$ cat config.mk
export PLATFORM = sky130hd
export DESIGN_NAME = vehicle_predicate_classifier
export DESIGN_NICKNAME = d
export VERILOG_FILES = /design/src/rtl/vpc_pkg.sv /design/src/rtl/vpc_ram.sv /design/src/rtl/vpc_front.sv /design/src/rtl/vpc_fifo.sv /design/src/rtl/vpc_back.sv /design/src/rtl/vehicle_predicate_classifier.sv
export SDC_FILE = /design/constraint.sdc
export NUM_CORES = 2
export LEC_CHECK = 0
export CORE_ASPECT_RATIO = 0.6
export CORE_MARGIN = 3
export CORE_UTILIZATION = 60
export CTS_CLUSTER_SIZE = 8
export DETAILED_ROUTE_END_ITERATION = 8
export DONT_BUFFER_PORTS = 1
export MAX_ROUTING_LAYER = met4
export PLACE_DENSITY_LB_ADDON = 0.3
export SETUP_SLACK_MARGIN = 0.05
export SKIP_LAST_GASP = 1
export SYNTH_ARGS = -nofsm -noshare
export SYNTH_HDL_FRONTEND = slang
export SYNTH_SLANG_ARGS = --single-unit
$ cat constraint.sdc
create_clock -name clk -period 41.5 [get_ports clk]
set_input_delay 4.15 -clock clk [delete_from_list [all_inputs] [get_ports clk]]
set_output_delay 4.15 -clock clk [all_outputs]
set_load 0.01 [all_outputs]
$ cat src/rtl/vpc_pkg.sv
// Shared types, constants and threshold tables of the vehicle predicate classifier.
package vpc_pkg;

  // Vehicle history slots, ID width and derived widths
  localparam int VEHICLE_SLOTS = 256;
  localparam int ID_W          = 8;
  localparam int ID_N          = 1 << ID_W;
  localparam int SLOT_W        = $clog2(VEHICLE_SLOTS);
  localparam int HIST_W        = 7;

  // Queue between front and back
  localparam int QUEUE_DEPTH = 2;
  localparam int QPTR_W      = (QUEUE_DEPTH > 1) ? $clog2(QUEUE_DEPTH) : 1;
  localparam int QCNT_W      = $clog2(QUEUE_DEPTH + 1);

  // Relative position classes; POS_UNSEEN selects the default thresholds
  localparam logic [2:0] POS_BEHIND       = 3'd0;
  localparam logic [2:0] POS_CLOSE_BEHIND = 3'd1;
  localparam logic [2:0] POS_SAME         = 3'd2;
  localparam logic [2:0] POS_CLOSE_FRONT  = 3'd3;
  localparam logic [2:0] POS_FRONT        = 3'd4;
  localparam logic [2:0] POS_UNSEEN       = 3'd5;

  // Relative speed classes
  localparam logic [1:0] SPD_SLOWER = 2'd0;
  localparam logic [1:0] SPD_SAME   = 2'd1;
  localparam logic [1:0] SPD_FASTER = 2'd2;
  localparam logic [1:0] SPD_UNSEEN = 2'd3;

  // Acceleration classes
  localparam logic [1:0] ACC_BRAKE  = 2'd0;
  localparam logic [1:0] ACC_NONE   = 2'd1;
  localparam logic [1:0] ACC_ACCEL  = 2'd2;
  localparam logic [1:0] ACC_UNSEEN = 2'd3;

  // Lane change classes
  localparam logic [1:0] LC_NONE  = 2'd0;
  localparam logic [1:0] LC_LEFT  = 2'd1;
  localparam logic [1:0] LC_RIGHT = 2'd2;

  // One classified record
  typedef struct packed {
    logic [ID_W-1:0] vehicle_id;
    logic [2:0]      rel_pos;
    logic [1:0]      rel_spd;
    logic [1:0]      accel;
    logic [1:0]      lane_chg;
    logic [3:0]      lane;
    logic            stable;
  } rec_t;

  // Transfer from the front into the queue
  typedef struct packed {
    logic valid;
    rec_t rec;
  } push_t;

  // Map of vehicle ID to history slot, built at elaboration
  typedef logic [SLOT_W-1:0] slot_tab_t [ID_N];

  function automatic slot_tab_t build_slot_tab();
    slot_tab_t t;
    for (int i = 0; i < ID_N; i++) begin
      t[i] = SLOT_W'(i % VEHICLE_SLOTS);
    end
    return t;
  endfunction

  localparam slot_tab_t SLOT_TAB = build_slot_tab();

  // Position limits in quarters of the reference speed, by previous class
  function automatic logic signed [3:0] pos_limit(input logic [2:0] prev,
                                                  input logic [1:0] k);
    logic signed [3:0] lim [4];
    case (prev)
      POS_BEHIND:       lim = '{-4'sd4, -4'sd1, 4'sd2, 4'sd5};
      POS_CLOSE_BEHIND: lim = '{-4'sd5, -4'sd1, 4'sd2, 4'sd5};
      POS_SAME:         lim = '{-4'sd4, -4'sd2, 4'sd2, 4'sd5};
      POS_CLOSE_FRONT:  lim = '{-4'sd4, -4'sd1, 4'sd1, 4'sd5};
      POS_FRONT:        lim = '{-4'sd4, -4'sd1, 4'sd2, 4'sd4};
      default:          lim = '{-4'sd5, -4'sd2, 4'sd2, 4'sd5};
    endcase
    return lim[k];
  endfunction

  // Speed limits in twentieths of the reference speed, by previous class
  function automatic logic [4:0] spd_limit(input logic [1:0] prev, input logic k);
    logic [4:0] lim [2];
    case (prev)
      SPD_SLOWER: lim = '{5'd18, 5'd25};
      SPD_SAME:   lim = '{5'd15, 5'd25};
      SPD_FASTER: lim = '{5'd15, 5'd22};
      default:    lim = '{5'd15, 5'd25};
    endcase
    return lim[k];
  endfunction

  // Raw acceleration limits, by previous class
  function automatic logic signed [2:0] acc_limit(input logic [1:0] prev, input logic k);
    logic signed [2:0] lim [2];
    case (prev)
      ACC_BRAKE: lim = '{-3'sd1, 3'sd2};
      ACC_NONE:  lim = '{-3'sd2, 3'sd2};
      ACC_ACCEL: lim = '{-3'sd2, 3'sd1};
      default:   lim = '{-3'sd2, 3'sd2};
    endcase
    return lim[k];
  endfunction

endpackage

$ cat src/rtl/vpc_ram.sv
// Generic single-write, single-read RAM with registered read data.
module vpc_ram #(
  parameter int WIDTH = 8,
  parameter int DEPTH = 256
) (
  input  logic                     clk,
  input  logic                     wr_en,
  input  logic [$clog2(DEPTH)-1:0] wr_addr,
  input  logic [WIDTH-1:0]         wr_data,
  input  logic                     rd_en,
  input  logic [$clog2(DEPTH)-1:0] rd_addr,
  output logic [WIDTH-1:0]         rd_data
);

  logic [WIDTH-1:0] mem [DEPTH];

  // Write port
  always_ff @(posedge clk) begin
    if (wr_en) begin
      mem[wr_addr] <= wr_data;
    end
  end

  // Registered read port
  always_ff @(posedge clk) begin
    if (rd_en) begin
      rd_data <= mem[rd_addr];
    end
  end

endmodule

$ cat src/rtl/vpc_front.sv
// Front end: accepts records, tracks frame and reference state, classifies.
module vpc_front (
  input  logic                  clk,
  input  logic                  rst_n,
  input  logic                  in_valid,
  output logic                  in_ready,
  input  logic                  in_command,
  input  logic [7:0]            in_vehicle_id,
  input  logic signed [31:0]    in_x_position,
  input  logic [15:0]           in_speed,
  input  logic signed [15:0]    in_acceleration,
  input  logic [3:0]            in_lane,
  input  logic signed [7:0]     in_lane_change,
  input  logic                  in_stable,
  output vpc_pkg::push_t        push,
  input  logic                  push_ready
);

  import vpc_pkg::*;

  typedef enum logic [1:0] {
    F_IDLE  = 2'b01,
    F_CLASS = 2'b10
  } fstate_t;

  fstate_t state_r, state_nxt;

  logic accept, push_fire;

  // Frame and reference state
  logic [VEHICLE_SLOTS-1:0] seen_last_r, seen_this_r;
  logic signed [31:0]       refpos_r;
  logic [15:0]              refspd_r;

  // Captured record
  logic                     cmd_r;
  logic [ID_W-1:0]          id_r;
  logic [SLOT_W-1:0]        slot_r;
  logic signed [32:0]       d_r;
  logic [20:0]              s20_r;
  logic signed [15:0]       acc_r;
  logic [3:0]               lane_r;
  logic [1:0]               lc_r;
  logic                     stable_r;

  logic [SLOT_W-1:0]        slot_in;
  logic [HIST_W-1:0]        hist_rd;

  // Classification
  logic                     seen;
  logic [2:0]               pp;
  logic [1:0]               ps, pa;
  logic signed [34:0]       d4;
  logic signed [20:0]       vs;
  logic signed [20:0]       plim [4];
  logic [3:0]               pos_lt;
  logic [20:0]              slim [2];
  logic [1:0]               spd_lt;
  logic [1:0]               acc_lt;
  logic [2:0]               rp;
  logic [1:0]               rs, ra;

  assign slot_in   = SLOT_TAB[in_vehicle_id];
  assign in_ready  = (state_r == F_IDLE);
  assign accept    = in_valid && in_ready;
  assign push_fire = push.valid && push_ready;

  // Sequence one record: capture, then classify and hand over
  always_comb begin
    state_nxt = state_r;
    unique case (state_r)
      F_IDLE:  if (accept) state_nxt = F_CLASS;
      F_CLASS: if (push_ready) state_nxt = F_IDLE;
      default: state_nxt = F_IDLE;
    endcase
  end

  always_ff @(posedge clk) begin
    if (!rst_n) begin
      state_r <= F_IDLE;
    end else begin
      state_r <= state_nxt;
    end
  end

  // Advance the frame on a reference record; mark the slot when its result leaves
  always_ff @(posedge clk) begin
    if (!rst_n) begin
      seen_last_r <= '0;
      seen_this_r <= '0;
      refpos_r    <= '0;
      refspd_r    <= 16'd1;
    end else if (accept && in_command) begin
      seen_last_r <= seen_this_r;
      seen_this_r <= '0;
      refpos_r    <= in_x_position;
      refspd_r    <= (in_speed == 16'd0) ? 16'd1 : in_speed;
    end else if (push_fire) begin
      seen_this_r[slot_r] <= 1'b1;
    end
  end

  // Capture the record with its position offset and scaled speed
  always_ff @(posedge clk) begin
    if (accept) begin
      cmd_r    <= in_command;
      id_r     <= in_vehicle_id;
      slot_r   <= slot_in;
      d_r      <= 33'(in_x_position) - 33'(refpos_r);
      s20_r    <= 21'({in_speed, 4'b0}) + 21'({in_speed, 2'b0});
      acc_r    <= in_acceleration;
      lane_r   <= in_lane;
      lc_r     <= in_lane_change[7] ? LC_RIGHT :
                  ((in_lane_change != 8'sd0) ? LC_LEFT : LC_NONE);
      stable_r <= in_stable;
    end
  end

  // Class history table
  vpc_ram #(
    .WIDTH(HIST_W),
    .DEPTH(VEHICLE_SLOTS)
  ) u_hist (
    .clk     (clk),
    .wr_en   (push_fire),
    .wr_addr (slot_r),
    .wr_data ({ra, rs, rp}),
    .rd_en   (accept),
    .rd_addr (slot_in),
    .rd_data (hist_rd)
  );

  // Pick previous classes, falling back to defaults for unseen or corrupt entries
  always_comb begin
    seen = seen_last_r[slot_r];
    pp   = POS_UNSEEN;
    ps   = SPD_UNSEEN;
    pa   = ACC_UNSEEN;
    if (seen) begin
      pp = (hist_rd[2:0] > POS_FRONT)  ? POS_UNSEEN : hist_rd[2:0];
      ps = (hist_rd[4:3] > SPD_FASTER) ? SPD_UNSEEN : hist_rd[4:3];
      pa = (hist_rd[6:5] > ACC_ACCEL)  ? ACC_UNSEEN : hist_rd[6:5];
    end
  end

  // Compare against threshold multiples of the reference speed
  always_comb begin
    d4 = $signed({d_r, 2'b00});
    vs = $signed({5'b0, refspd_r});
    for (int k = 0; k < 4; k++) begin
      plim[k]   = 21'(pos_limit(pp, 2'(k))) * vs;
      pos_lt[k] = d4 < 35'(plim[k]);
    end
    for (int k = 0; k < 2; k++) begin
      slim[k]   = {16'b0, spd_limit(ps, 1'(k))} * {5'b0, refspd_r};
      spd_lt[k] = s20_r < slim[k];
      acc_lt[k] = acc_r < 16'(acc_limit(pa, 1'(k)));
    end
  end

  // Resolve classes: first unreached threshold wins; a command is SAME pos/spd
  always_comb begin
    if (cmd_r) begin
      rp = POS_SAME;
      rs = SPD_SAME;
    end else begin
      priority if (pos_lt[0]) rp = POS_BEHIND;
      else if (pos_lt[1])     rp = POS_CLOSE_BEHIND;
      else if (pos_lt[2])     rp = POS_SAME;
      else if (pos_lt[3])     rp = POS_CLOSE_FRONT;
      else                    rp = POS_FRONT;
      priority if (spd_lt[0]) rs = SPD_SLOWER;
      else if (spd_lt[1])     rs = SPD_SAME;
      else                    rs = SPD_FASTER;
    end
    priority if (acc_lt[0]) ra = ACC_BRAKE;
    else if (acc_lt[1])     ra = ACC_NONE;
    else                    ra = ACC_ACCEL;
  end

  // Hand the record to the queue
  always_comb begin
    push.valid          = (state_r == F_CLASS);
    push.rec.vehicle_id = id_r;
    push.rec.rel_pos    = rp;
    push.rec.rel_spd    = rs;
    push.rec.accel      = ra;
    push.rec.lane_chg   = lc_r;
    push.rec.lane       = lane_r;
    push.rec.stable     = stable_r;
  end

endmodule

$ cat src/rtl/vpc_fifo.sv
// Short record queue between the classifier front and the output back end.
module vpc_fifo (
  input  logic           clk,
  input  logic           rst_n,
  input  vpc_pkg::push_t push,
  output logic           push_ready,
  output logic           pop_valid,
  output vpc_pkg::rec_t  pop_rec,
  input  logic           pop_ready
);

  import vpc_pkg::*;

  rec_t              mem_r [QUEUE_DEPTH];
  logic [QPTR_W-1:0] wr_ptr_r, wr_ptr_nxt, rd_ptr_r, rd_ptr_nxt;
  logic [QCNT_W-1:0] cnt_r, cnt_nxt;
  logic              wr_fire, rd_fire;

  assign push_ready = (cnt_r != QCNT_W'(QUEUE_DEPTH));
  assign pop_valid  = (cnt_r != '0);
  assign pop_rec    = mem_r[rd_ptr_r];
  assign wr_fire    = push.valid && push_ready;
  assign rd_fire    = pop_valid && pop_ready;

  // Advance pointers with wrap and track occupancy
  always_comb begin
    wr_ptr_nxt = wr_ptr_r;
    rd_ptr_nxt = rd_ptr_r;
    cnt_nxt    = cnt_r;
    if (wr_fire) begin
      wr_ptr_nxt = (wr_ptr_r == QPTR_W'(QUEUE_DEPTH - 1)) ? '0 : wr_ptr_r + 1'b1;
    end
    if (rd_fire) begin
      rd_ptr_nxt = (rd_ptr_r == QPTR_W'(QUEUE_DEPTH - 1)) ? '0 : rd_ptr_r + 1'b1;
    end
    if (wr_fire && !rd_fire) begin
      cnt_nxt = cnt_r + 1'b1;
    end else if (rd_fire && !wr_fire) begin
      cnt_nxt = cnt_r - 1'b1;
    end
  end

  always_ff @(posedge clk) begin
    if (!rst_n) begin
      wr_ptr_r <= '0;
      rd_ptr_r <= '0;
      cnt_r    <= '0;
    end else begin
      wr_ptr_r <= wr_ptr_nxt;
      rd_ptr_r <= rd_ptr_nxt;
      cnt_r    <= cnt_nxt;
    end
  end

  // Store an incoming record
  always_ff @(posedge clk) begin
    if (wr_fire) begin
      mem_r[wr_ptr_r] <= push.rec;
    end
  end

endmodule

$ cat src/rtl/vpc_back.sv
// Back end: drains the queue into the output register and delivers results.
module vpc_back (
  input  logic                clk,
  input  logic                rst_n,
  input  logic                pop_valid,
  input  vpc_pkg::rec_t       pop_rec,
  output logic                pop_ready,
  output logic                out_valid,
  input  logic                out_ready,
  output logic [7:0]          out_vehicle_id_out,
  output logic [2:0]          out_relative_position,
  output logic [1:0]          out_relative_speed,
  output logic [1:0]          out_accel_class,
  output logic [1:0]          out_lane_change_class,
  output logic [3:0]          out_lane_out,
  output logic                out_stable_out
);

  import vpc_pkg::*;

  logic out_valid_r, out_valid_nxt;
  rec_t out_rec_r;
  logic pop_fire;

  // Take a new record whenever the output register is empty or being drained
  assign pop_ready = !out_valid_r || out_ready;
  assign pop_fire  = pop_valid && pop_ready;

  always_comb begin
    out_valid_nxt = out_valid_r;
    if (pop_fire) begin
      out_valid_nxt = 1'b1;
    end else if (out_ready) begin
      out_valid_nxt = 1'b0;
    end
  end

  always_ff @(posedge clk) begin
    if (!rst_n) begin
      out_valid_r <= 1'b0;
    end else begin
      out_valid_r <= out_valid_nxt;
    end
  end

  always_ff @(posedge clk) begin
    if (pop_fire) begin
      out_rec_r <= pop_rec;
    end
  end

  // Drive the result ports
  assign out_valid             = out_valid_r;
  assign out_vehicle_id_out    = out_rec_r.vehicle_id;
  assign out_relative_position = out_rec_r.rel_pos;
  assign out_relative_speed    = out_rec_r.rel_spd;
  assign out_accel_class       = out_rec_r.accel;
  assign out_lane_change_class = out_rec_r.lane_chg;
  assign out_lane_out          = out_rec_r.lane;
  assign out_stable_out        = out_rec_r.stable;

endmodule

$ cat src/rtl/vehicle_predicate_classifier.sv
// Top level of the vehicle predicate classifier: front, queue, back and checks.
//
// Each record passes the front end's capture state, which reads the class
// history RAM, and its classify state, which writes the history entry back, so
// a new record is taken only once the current one is in the queue. The
// registered history read followed by its write-back sets this pacing. A result
// moves from the capture registers through the queue into the output register,
// and the two-entry queue and output register let the front keep going while
// the result side stalls. A record with command set starts a new frame and
// becomes the reference; history entries need no clearing after reset.
module vehicle_predicate_classifier (
  input  logic               clk,
  input  logic               rst_n,
  input  logic               in_valid,
  output logic               in_ready,
  input  logic               in_command,
  input  logic [7:0]         in_vehicle_id,
  input  logic signed [31:0] in_x_position,
  input  logic [15:0]        in_speed,
  input  logic signed [15:0] in_acceleration,
  input  logic [3:0]         in_lane,
  input  logic signed [7:0]  in_lane_change,
  input  logic               in_stable,
  output logic               out_valid,
  input  logic               out_ready,
  output logic [7:0]         out_vehicle_id_out,
  output logic [2:0]         out_relative_position,
  output logic [1:0]         out_relative_speed,
  output logic [1:0]         out_accel_class,
  output logic [1:0]         out_lane_change_class,
  output logic [3:0]         out_lane_out,
  output logic               out_stable_out
);

  import vpc_pkg::*;

  push_t push_s;
  logic  push_ready;
  logic  q_valid, q_ready;
  rec_t  q_rec;

  vpc_front u_front (
    .clk             (clk),
    .rst_n           (rst_n),
    .in_valid        (in_valid),
    .in_ready        (in_ready),
    .in_command      (in_command),
    .in_vehicle_id   (in_vehicle_id),
    .in_x_position   (in_x_position),
    .in_speed        (in_speed),
    .in_acceleration (in_acceleration),
    .in_lane         (in_lane),
    .in_lane_change  (in_lane_change),
    .in_stable       (in_stable),
    .push            (push_s),
    .push_ready      (push_ready)
  );

  vpc_fifo u_fifo (
    .clk        (clk),
    .rst_n      (rst_n),
    .push       (push_s),
    .push_ready (push_ready),
    .pop_valid  (q_valid),
    .pop_rec    (q_rec),
    .pop_ready  (q_ready)
  );

  vpc_back u_back (
    .clk                   (clk),
    .rst_n                 (rst_n),
    .pop_valid             (q_valid),
    .pop_rec               (q_rec),
    .pop_ready             (q_ready),
    .out_valid             (out_valid),
    .out_ready             (out_ready),
    .out_vehicle_id_out    (out_vehicle_id_out),
    .out_relative_position (out_relative_position),
    .out_relative_speed    (out_relative_speed),
    .out_accel_class       (out_accel_class),
    .out_lane_change_class (out_lane_change_class),
    .out_lane_out          (out_lane_out),
    .out_stable_out        (out_stable_out)
  );

  // The front holds off the next transfer while it classifies
  a_accept_gap: assert property (@(posedge clk) disable iff (!rst_n)
    in_valid && in_ready |=> !in_ready)
    else $error("input accepted in back-to-back cycles");

  // One history write per record: no two queue pushes in a row
  a_push_gap: assert property (@(posedge clk) disable iff (!rst_n)
    push_s.valid && push_ready |=> !(push_s.valid && push_ready))
    else $error("front pushed two records in consecutive cycles");

  // A waiting queue entry fills an empty output register at once
  a_drain: assert property (@(posedge clk) disable iff (!rst_n)
    q_valid && !out_valid |=> out_valid)
    else $error("queued record not moved to the output register");

endmodule
==> reports/results.ini <==
[setup_path]
critPathCaptureType=flop
slowest_stage=nor2b_2
startpoint_type=flop
cp.arrival_ns=13.97
crit_fanout=103
worstPathRequired_ns=41.97
slowest_delay_ns=0.97
crit_top_cell=buf_4
path_class=reg2reg

[timing]
maxSlewViolCount=207
setup_viol_count_final=0
fin_skew_ns=0.0685
min_period_ns=13.51
maxSlewHeadroom_pct=-30.8
tightestPinTransition_ns=1.96
rsz0062_at_grt=no
holdWs_ns=0.456
max_freq_mhz=74.0
timing.setup.tns_ns=0
hold_viol_final=0
period_share_pct=32.5

[route]
ant_nets=0
wl_per_cell_um=31.0
viasPerCell=6.74
firstDrtPassIters=8
vias=63300
routed_wl_um=291000
drt_iter0_drc=9706
drc_errors=0

[cells_and_area]
final_cell_area_um2=120000
drive_above_1_share_pct=16.3
final_cell_mix=edfxtp_1 (1,949), nor2_1 (936), mux4_2 (635)
multi_input_area_um2=35500
regArea_um2=69900
final_common_cell=edfxtp_1
nFillCells=11100
final_nets=7392
syn_to_final_growth_pct=11.6

[clock_network]
clk_path_buf_depth=4
numCtsBuffers=356
clk_transition_reported_paths_ns=0.05
clockRootBuffer=clkbuf_16
clk_latency_ns=0.87
cts-resized-gates=0
postCtsSetupBuffers=0
tritoncts=done
ctsHoldBuffers=0
htree_levels=5
cts_num_sinks=2516

[min_path]
min_path_type=reg2reg

[synthesis]
ys_types=76
synth_ff_type=edfxtp_1
async_flop_share_pct=0
synthCells=6677
synth-seq-cells=2516
synthesis.area_um2=108000
avgSynthCellArea_um2=16.1
syn_nets=7282
ys_seq_area_share_pct=64.9
synth-edff-count=1949
ys_warn_count=0

[pwr]
powerDensity_nw_per_um2=50.8
vdd_ir_drop_max_v=0.0000399
p_leak_nw=41.0

[floorplan]
dieWidth_um=553
rows=119
die_height_um=334
die_area_um2=185000
coreArea_um2=177000
start_util_pct=60.9
ioPinCount=114

[placed_design]
dp_hpwl_um=179000
place.gp.congestion=0.937
placement.io_buffers=0
post_dp_cell_area_um2=110000

[run_status]
violations=max-capacitance violations, max-slew violations
status=finished, violations left

[grt]
antenna_found_initial=12
grt_use_total_pct=32.6
grt_pass1_vias=62000
grt-ovfl-total=0
grt_max_degree=450
grt_pass1_wl_um=428000

[job]
maxCapViolations=1

[path summary, 6_finish.rpt]
check	startpoint	endpoint	slack, ns	cells after the start
max reg2reg	u_front.slot_r[1]	u_front.u_hist.mem[4][4]	27.99	34
min reg2reg	u_front.stable_r	u_fifo.mem_r[0][0]	0.46	0
max	u_front.slot_r[1]	u_front.u_hist.mem[4][4]	27.99	34
min	u_front.stable_r	u_fifo.mem_r[0][0]	0.46	0
[synth_stat cells (11+ instances only)]
master	instances	area, um^2
inv_1	271	1020
or2_2	11	68.8
fa_1	145	2900
dfxtp_1	567	11400
a31oi_1	31	194
nand2_1	206	773
a22oi_1	25	188
buf_2	55	275
edfxtp_1	1949	58500
o21a_1	20	150
nor3_1	40	200
o21bai_1	18	135
a211oi_1	14	105
mux2_2	24	270
ha_1	370	4630
buf_1	35	131
clkinv_1	11	41.3
nand4_1	34	213
o21ai_0	123	616
nor2b_1	45	282
or3_1	17	106
clkbuf_1	210	788
and3_1	17	106
mux4_2	635	14300
nand3_1	57	285
a21o_1	55	413
nand2b_1	27	169
and2_1	14	87.6
a21oi_1	131	656
mux2i_1	50	500
a22o_1	263	2300
nor2_1	940	3530
nor4_1	20	125
xnor2_1	77	674
a41oi_1	12	105
xor2_1	45	394
[state kept, by name (all words and copies together) (netlist names), 3 cells and up]
register / count
u_front.u_hist.mem: 1792
u_front.seen_last_r: 256
u_front.seen_this_r: 256
u_fifo.mem_r: 44
u_front.d_r: 33
u_front.refpos_r: 32
u_front.s20_r: 19
u_front.acc_r: 16
u_front.refspd_r: 16
u_back.out_vehicle_id_out: 8
u_front.slot_r: 8
u_front.u_hist.rd_data: 7
u_back.out_lane_out: 4
u_front.lane_r: 4
u_back.out_relative_position: 3
[cells by family (layout without fill, tap and decap cells)]
group | count (synthesis) | count (layout) | share of synthesized area [%]
DFF | 2516 | 2516 | 64.9
and+or+nand+nor | 1458 | 1458 | 5.76
AOI/OAI and AO/OA | 761 | 761 | 5.06
muxes | 710 | 710 | 14.0
buffers and inverters | 595 | 944 | 2.21
adders and majority gates | 515 | 515 | 7.00
xor gates and xnor gates | 122 | 122 | 0.993
other | 0 | 11 | 0
[critical path: cells and delay by family (launching register included)]
| family | cells | cell delay [ns] |
|---|---|---|
| buffers and inverters | 6 | 2.72 |
| AO/OA/AOI/OAI | 10 | 3.39 |
| multiplexers | 1 | 0.11 |
| adder cells (fa/ha/maj) | 5 | 2.25 |
| XOR/XNOR | 1 | 0.14 |
| flip-flops | 1 | 0.56 |
| AND/OR/NAND/NOR | 11 | 3.61 |
[per-layer routing]
metal	global-route usage [%]	share of wire [%]	vias up
met5	-	0	-
met4	7.28	2.3	0
met3	11.5	15	516
met2	42.1	41	4512
met1	49.7	41	32400
li1	-	-	25900
[report_power, final]
group / internal (W) / switching, W
sequential: 0.00282 / 0.0000337
combinational: 0.000212 / 0.000369
clock: 0.00161 / 0.00106
total: 0.00464 / 0.00146
[through the flow]
stage                     utilization, %  std cells  setup slack [ns]  power (W)
after floorplan                        -       6677             16.75    0.00331
after global placement              62.2       8788             28.77    0.00344
after detailed placement            62.2       8788             28.18    0.00346
after CTS                           67.9       9385             28.07    0.00610
after global routing                67.9       9395             27.17    0.00627
final                               67.9       9396             27.99    0.00610
[final cells by class]
cell class                 count  share of cell area, %
inverter                     282                  0.882
clock buffer                 581                   8.23
sequential                  2516                   58.2
clock inverter                16                  0.181
antenna                       11                 0.0229
tap                         2359                   2.46
timing repair buffer          65                  0.448
multi-input combinational   3566                   29.6
Power figures use the tool's default switching activity.
